## config.mk

```make
export PLATFORM = sky130hd
export DESIGN_NAME = variant_metadata_dictionary_parser
export DESIGN_NICKNAME = d
export VERILOG_FILES = /design/src/hw/rtl/vmdp_pkg.sv /design/src/hw/rtl/variant_metadata_dictionary_parser.sv /design/src/hw/rtl/vmdp_step.sv
export SDC_FILE = /design/constraint.sdc
export NUM_CORES = 1
export LEC_CHECK = 0
export BUFFER_PORTS_ARGS = -buffer_cell sky130_fd_sc_hd__buf_2
export CORE_MARGIN = 2
export CORE_UTILIZATION = 66
export CTS_CLUSTER_SIZE = 14
export DETAILED_ROUTE_END_ITERATION = 6
export PLACE_DENSITY = 0.9
export SYNTH_ARGS = -nofsm -noshare
export SYNTH_HDL_FRONTEND = slang
export SYNTH_SLANG_ARGS = --single-unit
```

## constraint.sdc

```tcl
create_clock -name clk -period 22.6 [get_ports clk]
set_clock_uncertainty 0.05 [all_clocks]
set_input_delay 4.52 -clock clk [delete_from_list [all_inputs] [get_ports clk]]
set_output_delay 4.52 -clock clk [all_outputs]
set_load 0.01 [all_outputs]
```

## src/hw/rtl/vmdp_pkg.sv

```systemverilog
// Shared types and codes for the variant metadata dictionary parser.
package vmdp_pkg;

	// parse phase
	localparam logic [1:0] PH_IDLE = 2'd0;
	localparam logic [1:0] PH_DICT = 2'd1;
	localparam logic [1:0] PH_OFFS = 2'd2;

	// result kinds
	localparam logic [1:0] KIND_STRING = 2'd0;
	localparam logic [1:0] KIND_DONE   = 2'd1;
	localparam logic [1:0] KIND_ERROR  = 2'd2;

	// error codes
	localparam logic [2:0] ERR_NONE      = 3'd0;
	localparam logic [2:0] ERR_EMPTY     = 3'd1;
	localparam logic [2:0] ERR_VERSION   = 3'd2;
	localparam logic [2:0] ERR_TRUNCATED = 3'd3;
	localparam logic [2:0] ERR_OVERRUN   = 3'd4;
	localparam logic [2:0] ERR_DECREASE  = 3'd5;

	localparam logic [3:0] HDR_VERSION = 4'd1;

	typedef struct packed {
		logic [1:0]  kind;
		logic [31:0] entry_index;
		logic [31:0] string_start;
		logic [31:0] string_length;
		logic [31:0] total_bytes;
		logic        sorted;
		logic [2:0]  error_code;
	} result_t;

endpackage

```

## src/hw/rtl/variant_metadata_dictionary_parser.sv

```systemverilog
// Top level of the variant metadata dictionary parser: input register, step logic, result register.
//
// Takes a variant metadata buffer one byte per item (first_byte marks the header byte and
// samples buffer_size) and reports each dictionary string as a start position and length,
// then a completion item with the total size; errors end the buffer with an error item.
// The last string of a dictionary is reported inside the completion item. Bytes after the
// offsets, and any byte outside a buffer, produce no result. Rate: one byte per cycle,
// sustained while no result waits on out_stall; each byte is held in the input register
// and its result, if any, is registered in the result register, where out_valid marks it.
// Throughput is set by the single step stage that updates the parser state once for each
// byte it takes; it drops only while out_stall holds a waiting result.
module variant_metadata_dictionary_parser (
	input  logic        clk,
	input  logic        arst_n,
	input  logic        in_valid,
	output logic        in_stall,
	input  logic [7:0]  data_byte,
	input  logic        first_byte,
	input  logic [31:0] buffer_size,
	output logic        out_valid,
	input  logic        out_stall,
	output logic [1:0]  result_kind,
	output logic [31:0] entry_index,
	output logic [31:0] string_start,
	output logic [31:0] string_length,
	output logic [31:0] total_bytes,
	output logic        strings_sorted,
	output logic [2:0]  error_code
);

	// input register
	logic        valid_s1;
	logic [7:0]  data_s1;
	logic        first_s1;
	logic [31:0] size_s1;

	// result register
	logic              out_valid_q;
	vmdp_pkg::result_t res_q;

	logic              adv;
	logic              fire;
	logic              accept;
	logic              res_valid;
	vmdp_pkg::result_t res;

	// the step stage moves whenever the result register is free or being drained
	assign adv      = !out_valid_q || !out_stall;
	assign fire     = valid_s1 && adv;
	assign in_stall = valid_s1 && !adv;
	assign accept   = in_valid && !in_stall;

	always_ff @(posedge clk or negedge arst_n) begin
		if (!arst_n) begin
			valid_s1 <= 1'b0;
		end else if (accept) begin
			valid_s1 <= 1'b1;
		end else if (fire) begin
			valid_s1 <= 1'b0;
		end
	end

	always_ff @(posedge clk) begin
		if (accept) begin
			data_s1  <= data_byte;
			first_s1 <= first_byte;
			size_s1  <= buffer_size;
		end
	end

	vmdp_step u_step (
		.clk         (clk),
		.arst_n      (arst_n),
		.fire        (fire),
		.data_byte   (data_s1),
		.first_byte  (first_s1),
		.buffer_size (size_s1),
		.res_valid   (res_valid),
		.res         (res)
	);

	always_ff @(posedge clk or negedge arst_n) begin
		if (!arst_n) begin
			out_valid_q <= 1'b0;
		end else if (adv) begin
			out_valid_q <= fire && res_valid;
		end
	end

	always_ff @(posedge clk) begin
		if (fire && res_valid) begin
			res_q <= res;
		end
	end

	assign out_valid      = out_valid_q;
	assign result_kind    = res_q.kind;
	assign entry_index    = res_q.entry_index;
	assign string_start   = res_q.string_start;
	assign string_length  = res_q.string_length;
	assign total_bytes    = res_q.total_bytes;
	assign strings_sorted = res_q.sorted;
	assign error_code     = res_q.error_code;

endmodule

```

## src/hw/rtl/vmdp_step.sv

```systemverilog
// Parser state and the per-byte step logic.
module vmdp_step (
	input  logic                  clk,
	input  logic                  arst_n,
	input  logic                  fire,
	input  logic [7:0]            data_byte,
	input  logic                  first_byte,
	input  logic [31:0]           buffer_size,
	output logic                  res_valid,
	output vmdp_pkg::result_t     res
);

	logic [1:0]  phase_q,  phase_n;
	logic [2:0]  ow_q,     ow_n;
	logic [1:0]  cnt_q,    cnt_n;
	logic [31:0] acc_q,    acc_n;
	logic [31:0] dc_q,     dc_n;
	logic [31:0] sc_q,     sc_n;
	logic [31:0] prev_q,   prev_n;
	logic [32:0] bp_q,     bp_n;
	logic [31:0] cap_q,    cap_n;
	logic [34:0] base_q,   base_n;
	logic        sf_q,     sf_n;

	logic [31:0] acc_new;
	logic [32:0] bp_inc;
	logic [32:0] val_p1;
	logic [34:0] mul;
	logic [33:0] total;
	logic [35:0] str_end;
	logic        fits;
	logic        hdr_fits;
	logic [31:0] value;

	always_comb begin
		acc_new  = acc_q | ({24'd0, data_byte} << {cnt_q, 3'b000});
		bp_inc   = bp_q + 33'd1;
		value    = acc_new;
		val_p1   = {1'b0, value} + 33'd1;
		// (value + 1) * offset width, width is 1..4
		case (ow_q)
			3'd2:    mul = {1'b0, val_p1, 1'b0};
			3'd3:    mul = {2'b00, val_p1} + {1'b0, val_p1, 1'b0};
			3'd4:    mul = {val_p1, 2'b00};
			default: mul = {2'b00, val_p1};
		endcase
		fits     = ({1'b0, bp_inc} + {31'd0, ow_q}) <= {2'b00, cap_q};
		hdr_fits = ({31'd0, {1'b0, data_byte[7:6]}} + 34'd2) <= {2'b00, buffer_size};
		total    = {1'b0, bp_inc} + {2'b00, value};
		str_end  = {1'b0, base_q} + {4'd0, value};
	end

	always_comb begin
		phase_n   = phase_q;
		ow_n      = ow_q;
		cnt_n     = cnt_q;
		acc_n     = acc_q;
		dc_n      = dc_q;
		sc_n      = sc_q;
		prev_n    = prev_q;
		bp_n      = bp_q;
		cap_n     = cap_q;
		base_n    = base_q;
		sf_n      = sf_q;
		res_valid = 1'b0;
		res       = '0;

		if (first_byte) begin
			phase_n = vmdp_pkg::PH_IDLE;
			ow_n    = 3'd1;
			cnt_n   = '0;
			acc_n   = '0;
			dc_n    = '0;
			sc_n    = '0;
			prev_n  = '0;
			bp_n    = '0;
			cap_n   = buffer_size;
			base_n  = '0;
			sf_n    = 1'b0;
			if (buffer_size == 32'd0) begin
				res_valid      = 1'b1;
				res.kind       = vmdp_pkg::KIND_ERROR;
				res.error_code = vmdp_pkg::ERR_EMPTY;
			end else begin
				sf_n = data_byte[4];
				ow_n = {1'b0, data_byte[7:6]} + 3'd1;
				bp_n = 33'd1;
				if (data_byte[3:0] != vmdp_pkg::HDR_VERSION) begin
					res_valid      = 1'b1;
					res.kind       = vmdp_pkg::KIND_ERROR;
					res.error_code = vmdp_pkg::ERR_VERSION;
				end else if (!hdr_fits) begin
					res_valid      = 1'b1;
					res.kind       = vmdp_pkg::KIND_ERROR;
					res.error_code = vmdp_pkg::ERR_TRUNCATED;
				end else begin
					phase_n = vmdp_pkg::PH_DICT;
				end
			end
		end else if (phase_q != vmdp_pkg::PH_IDLE) begin
			bp_n = bp_inc;
			if (({1'b0, cnt_q} + 3'd1) < ow_q) begin
				cnt_n = cnt_q + 2'd1;
				acc_n = acc_new;
			end else begin
				acc_n = '0;
				cnt_n = '0;
				if (phase_q == vmdp_pkg::PH_DICT) begin
					dc_n   = value;
					base_n = {2'b00, bp_inc} + mul;
					sc_n   = '0;
					if (!fits) begin
						res_valid      = 1'b1;
						res.kind       = vmdp_pkg::KIND_ERROR;
						res.error_code = vmdp_pkg::ERR_TRUNCATED;
					end else begin
						phase_n = vmdp_pkg::PH_OFFS;
					end
				end else if (sc_q == 32'd0) begin
					prev_n = value;
					sc_n   = 32'd1;
					if (dc_q == 32'd0) begin
						// empty dictionary: total saturates, no end check
						res_valid        = 1'b1;
						res.kind         = vmdp_pkg::KIND_DONE;
						res.string_start = base_q[31:0];
						res.total_bytes  = (total[33:32] != 2'b00) ? 32'hFFFF_FFFF
							: total[31:0];
					end else if (!fits) begin
						res_valid      = 1'b1;
						res.kind       = vmdp_pkg::KIND_ERROR;
						res.error_code = vmdp_pkg::ERR_TRUNCATED;
					end
				end else if (value < prev_q) begin
					res_valid      = 1'b1;
					res.kind       = vmdp_pkg::KIND_ERROR;
					res.error_code = vmdp_pkg::ERR_DECREASE;
				end else if (str_end > {4'd0, cap_q}) begin
					res_valid      = 1'b1;
					res.kind       = vmdp_pkg::KIND_ERROR;
					res.error_code = vmdp_pkg::ERR_OVERRUN;
				end else begin
					res.entry_index   = sc_q - 32'd1;
					res.string_start  = base_q[31:0] + prev_q;
					res.string_length = value - prev_q;
					if (sc_q == dc_q) begin
						// last offset closes the final string and the dictionary
						res_valid       = 1'b1;
						res.kind        = vmdp_pkg::KIND_DONE;
						res.total_bytes = total[31:0];
					end else begin
						prev_n = value;
						sc_n   = sc_q + 32'd1;
						res_valid = 1'b1;
						if (!fits) begin
							res            = '0;
							res.kind       = vmdp_pkg::KIND_ERROR;
							res.error_code = vmdp_pkg::ERR_TRUNCATED;
						end else begin
							res.kind = vmdp_pkg::KIND_STRING;
						end
					end
				end
			end
		end
		if (res_valid) begin
			if (res.kind != vmdp_pkg::KIND_STRING || res.error_code != vmdp_pkg::ERR_NONE) begin
				phase_n = vmdp_pkg::PH_IDLE;
			end
		end
		res.sorted = sf_n;
	end

	always_ff @(posedge clk or negedge arst_n) begin
		if (!arst_n) begin
			phase_q <= vmdp_pkg::PH_IDLE;
			ow_q    <= 3'd1;
			cnt_q   <= '0;
			acc_q   <= '0;
			dc_q    <= '0;
			sc_q    <= '0;
			prev_q  <= '0;
			bp_q    <= '0;
			cap_q   <= '0;
			base_q  <= '0;
			sf_q    <= 1'b0;
		end else if (fire) begin
			phase_q <= phase_n;
			ow_q    <= ow_n;
			cnt_q   <= cnt_n;
			acc_q   <= acc_n;
			dc_q    <= dc_n;
			sc_q    <= sc_n;
			prev_q  <= prev_n;
			bp_q    <= bp_n;
			cap_q   <= cap_n;
			base_q  <= base_n;
			sf_q    <= sf_n;
		end
	end

`ifndef SYNTHESIS
	a_idle_clean: assert property (@(posedge clk) disable iff (!arst_n)
		phase_q == vmdp_pkg::PH_IDLE |-> (acc_q == 32'd0 && cnt_q == 2'd0))
		else $error("idle with partial field");

	a_cnt_in_width: assert property (@(posedge clk) disable iff (!arst_n)
		({1'b0, cnt_q} < ow_q) && ow_q != 3'd0 && ow_q <= 3'd4)
		else $error("field byte count out of offset width");

	a_empty_idle: assert property (@(posedge clk) disable iff (!arst_n)
		fire && first_byte && buffer_size == 32'd0 |=> phase_q == vmdp_pkg::PH_IDLE)
		else $error("empty buffer did not return to idle");

	a_err_zero: assert property (@(posedge clk) disable iff (!arst_n)
		res_valid && res.kind == vmdp_pkg::KIND_ERROR |->
		(res.entry_index == 32'd0 && res.string_length == 32'd0 &&
		 res.total_bytes == 32'd0 && res.error_code != vmdp_pkg::ERR_NONE))
		else $error("error result carries payload");
`endif

endmodule

```

==> metrics.txt <==
die height approximately 220 um; Initial DRC Count between 4000 and 5000; H-tree depth 2; Detailed Routing Iterations Pass 1 7; DP Area roughly 0.033 mm^2; Post-Route WL about 110000 um; period utilization a little over two fifths; critical path cell sequence buf_2, nand3_1, inv_1, buf_2; RSZ-0062 raised after global routing false; Crit path largest cell delay around 0.13 ns; layout cells sized above 1 roughly a tenth; DP Worst Slack roughly 13 ns; ys flop type dfrtp_1; # nets final between 4000 and 5000; leakage 15.3 nW; Slew @ Worst Pin between 1 and 1.5 ns; post-synthesis net count between 3000 and 4000; Routed Antenna Nets 0; Critical Path Start Type primary input; share of the synthesized area in the top cell type 18.9%; DRC Markers 0; DR WL/cell 25.2 um; worst relative slew slack about 14%; Buffers & Inverters on Critical Path 3; clk root buf clkbuf_16; CP most frequent cell buf_2; mean post-synth cell area approximately 8.7 um^2; top cells by area, synth dfrtp_1, edfxtp_1, ha_1; fillers 3421; Max Buffers Root-to-Sink 3; clock-pin slew on the worst setup and hold paths 0.06 ns; Crit path max-delay family buffers and inverters; first-pass GRT wire length 166000 um; sequential fraction of the synthesis area a little over a third; Skew-Pair Late Insertion Delay 0.61 ns; Tot GR Track Use 44.3%; Hold Violations, Final 0; critical path arrival 4.91 ns; Yosys top cell by area dfrtp_1; post-route design area 0.0343 mm^2; I/O Pins 181; Post-synth ARST share 57.6%; # rows between 70 and 80; Synth Cell Area between 0.03 and 0.04 mm^2; CP max FO 3; Hold-fix buffers, CTS 0; Max Cap Viol 0; total congestion overflow 0; port bufs 180; CTS tree yes; Resize count post-CTS 0; Num CTS Buffers 45; Ys Warns 0; Crit Path Class primary input to output pin; Layout area overhead 9.43%; Final WS setup roughly 13 ns; GPL Wtd Cong approximately 1.1; core box area about 0.047 mm^2; Period minus WS final 9.48 ns; vias in the first global route between 20000 and 30000; Starting Density around two thirds; VDD IR max approximately 85 uV; fmax ~110 MHz; DP HPWL about 83000 um; power per cell area between 100 and 150 mW/mm^2; post-layout util 73.4%; Post-Synthesis Cells between 3000 and 4000; largest net degree at the start of global routing 100; initial antenna violation count 3; via count between 20000 and 30000; Die W ~220 um; slowest cell on the critical path buf_2; final max-slew violation count 0; status finished clean; die area between 0.04 and 0.05 mm^2; unique cell type count in the Yosys netlist 83; clock sink total approximately 410; Worst Path Required about 18 ns; Finish-stage setup viols 0; Post-synth EDFFs roughly 180; Tot Pwr roughly 4.5 mW; Setup Buffers After CTS 0; Synth Register Bits just over 400; Sum Neg Setup Slack 0 ns; Setup crit end kind output pin; HP Class register to register; Vias/cell roughly 7
[worst min-delay path: cells and delay by family (launching register included)]
kind	cells	cell delay [ns]
AOI/OAI and AO/OA	1	0.07
and+or+nand+nor	1	0.04
DFF	1	0.34
[power breakdown]
group / total, mW / switching, mW / leakage [nW] / internal [mW]
registers: 1.06 / 0.146 / 4.89 / 0.919
clock network: 0.732 / 0.324 / 0.686 / 0.408
logic: 2.75 / 1.78 / 9.71 / 0.970
[synthesized netlist by cell type, drive strengths merged, types with 27 or more instances]
cell / number
nand2: 347
a21oi: 296
nor2: 295
ha: 272
o21ai: 252
dfrtp: 237
inv: 223
xnor2: 212
edfxtp: 175
clkbuf: 118
xor2: 94
nand3: 79
nand4: 78
a21o: 76
nor3: 68
o31ai: 68
o22ai: 49
nor4: 44
nand2b: 41
nor2b: 41
or3: 38
and3: 33
a31oi: 32
mux2: 32
a22oi: 29
or4: 29
a211oi: 28
buf: 27
[worst paths after layout]
kind	end	slack, ns	startpoint	depth (start not counted)
worst max-delay path	in_stall	13.12	out_stall	4
worst min-delay path	u_step.sf_q	0.44	u_step.sf_q	2
worst max register to register	u_step.base_q[34]	13.53	u_step.cnt_q[0]	28
worst min register to register	u_step.sf_q	0.44	u_step.sf_q	2
max in group asynchronous	u_step.dc_q[29]	17.07	arst_n	2
min in group asynchronous	u_step.bp_q[27]	3.91	arst_n	1
[kinds of logic (layout without fill, tap and decap cells)]
logic type	count (synthesis)	in the layout	share of synthesized area, %
flip-flops	413	413	35.8
AND/OR/NAND/NOR	1165	1165	18.1
other	0	2	0
AO/OA/AOI/OAI	1023	1023	20.4
multiplexers	41	41	1.44
buffers and inverters	368	538	4.53
adder cells (fa/ha/maj)	279	279	11.3
XOR/XNOR	306	306	8.55
[through the flow]
step,hold slack (ns),std cells
finish,0.438,4374
global route,0.466,4373
CTS,0.441,4372
floorplan,0.400,3595
global placement,0.413,4290
detailed placement,0.427,4290
[state kept, by name, indices dropped and copies added (netlist names), 2 cells and up]
signal / flops
result_kind: 2
data_s1: 8
u_step.cap_q: 32
u_step.bp_q: 33
u_step.acc_q: 32
string_length: 32
error_code: 3
u_step.ow_q: 3
u_step.cnt_q: 2
u_step.base_q: 35
u_step.prev_q: 32
size_s1: 32
u_step.dc_q: 32
entry_index: 32
u_step.phase_q: 2
total_bytes: 32
string_start: 32
u_step.sc_q: 32
[layer usage]
| layer | part of all wire [%] | track usage, % | wire [um] | up-vias |
|---|---|---|---|---|
| met5 | 0.012 | 0 | 13 | - |
| met4 | 7.4 | 28.0 | 8140 | 2 |
| li1 | - | - | - | 13400 |
| met3 | 13 | 11.5 | 14700 | 397 |
| met1 | 38 | 58.8 | 41500 | 14000 |
| met2 | 42 | 64.5 | 45800 | 2164 |
[cells in the final DEF (no fill, tap or decap), types with 11 or more instances in the layout]
cell type and instances:
clkbuf_1 14, a211oi_1 28, nor2_1 292, nor2b_1 41, or3_1 37, o21a_1 23
nor4_1 41, and3_1 33, xor2_1 94, or2_2 11, nand2_1 345, or4_1 26
edfxtp_1 175, nand3_1 79, o31ai_1 68, o211ai_1 25, buf_2 179, o21bai_1 21
dfrtp_1 237, nor3_1 66, o221ai_1 16, a22o_1 14, xnor2_1 212, nor3b_1 11
and2_1 20, nand2b_1 41, o22ai_1 49, a31oi_1 32, inv_1 223, nand4_1 76
a22oi_1 29, buf_4 53, mux2_2 32, a21o_1 76, o21ai_0 251, a21oi_1 295
ha_1 272, clkbuf_16 45
[final cells by class]
type | instances | area [um^2] | area share [%]
diodes | 2 | 5.00 | 0.0146
clock buffers | 67 | 1280 | 3.74
clock inverters | 15 | 154 | 0.449
inverters | 223 | 837 | 2.44
multi-input cells | 2814 | 18800 | 54.7
flip-flops and latches | 413 | 11200 | 32.7
well taps | 607 | 759 | 2.21
repair buffers | 233 | 1310 | 3.81
Note: power is estimated with default switching activity, not from simulation.
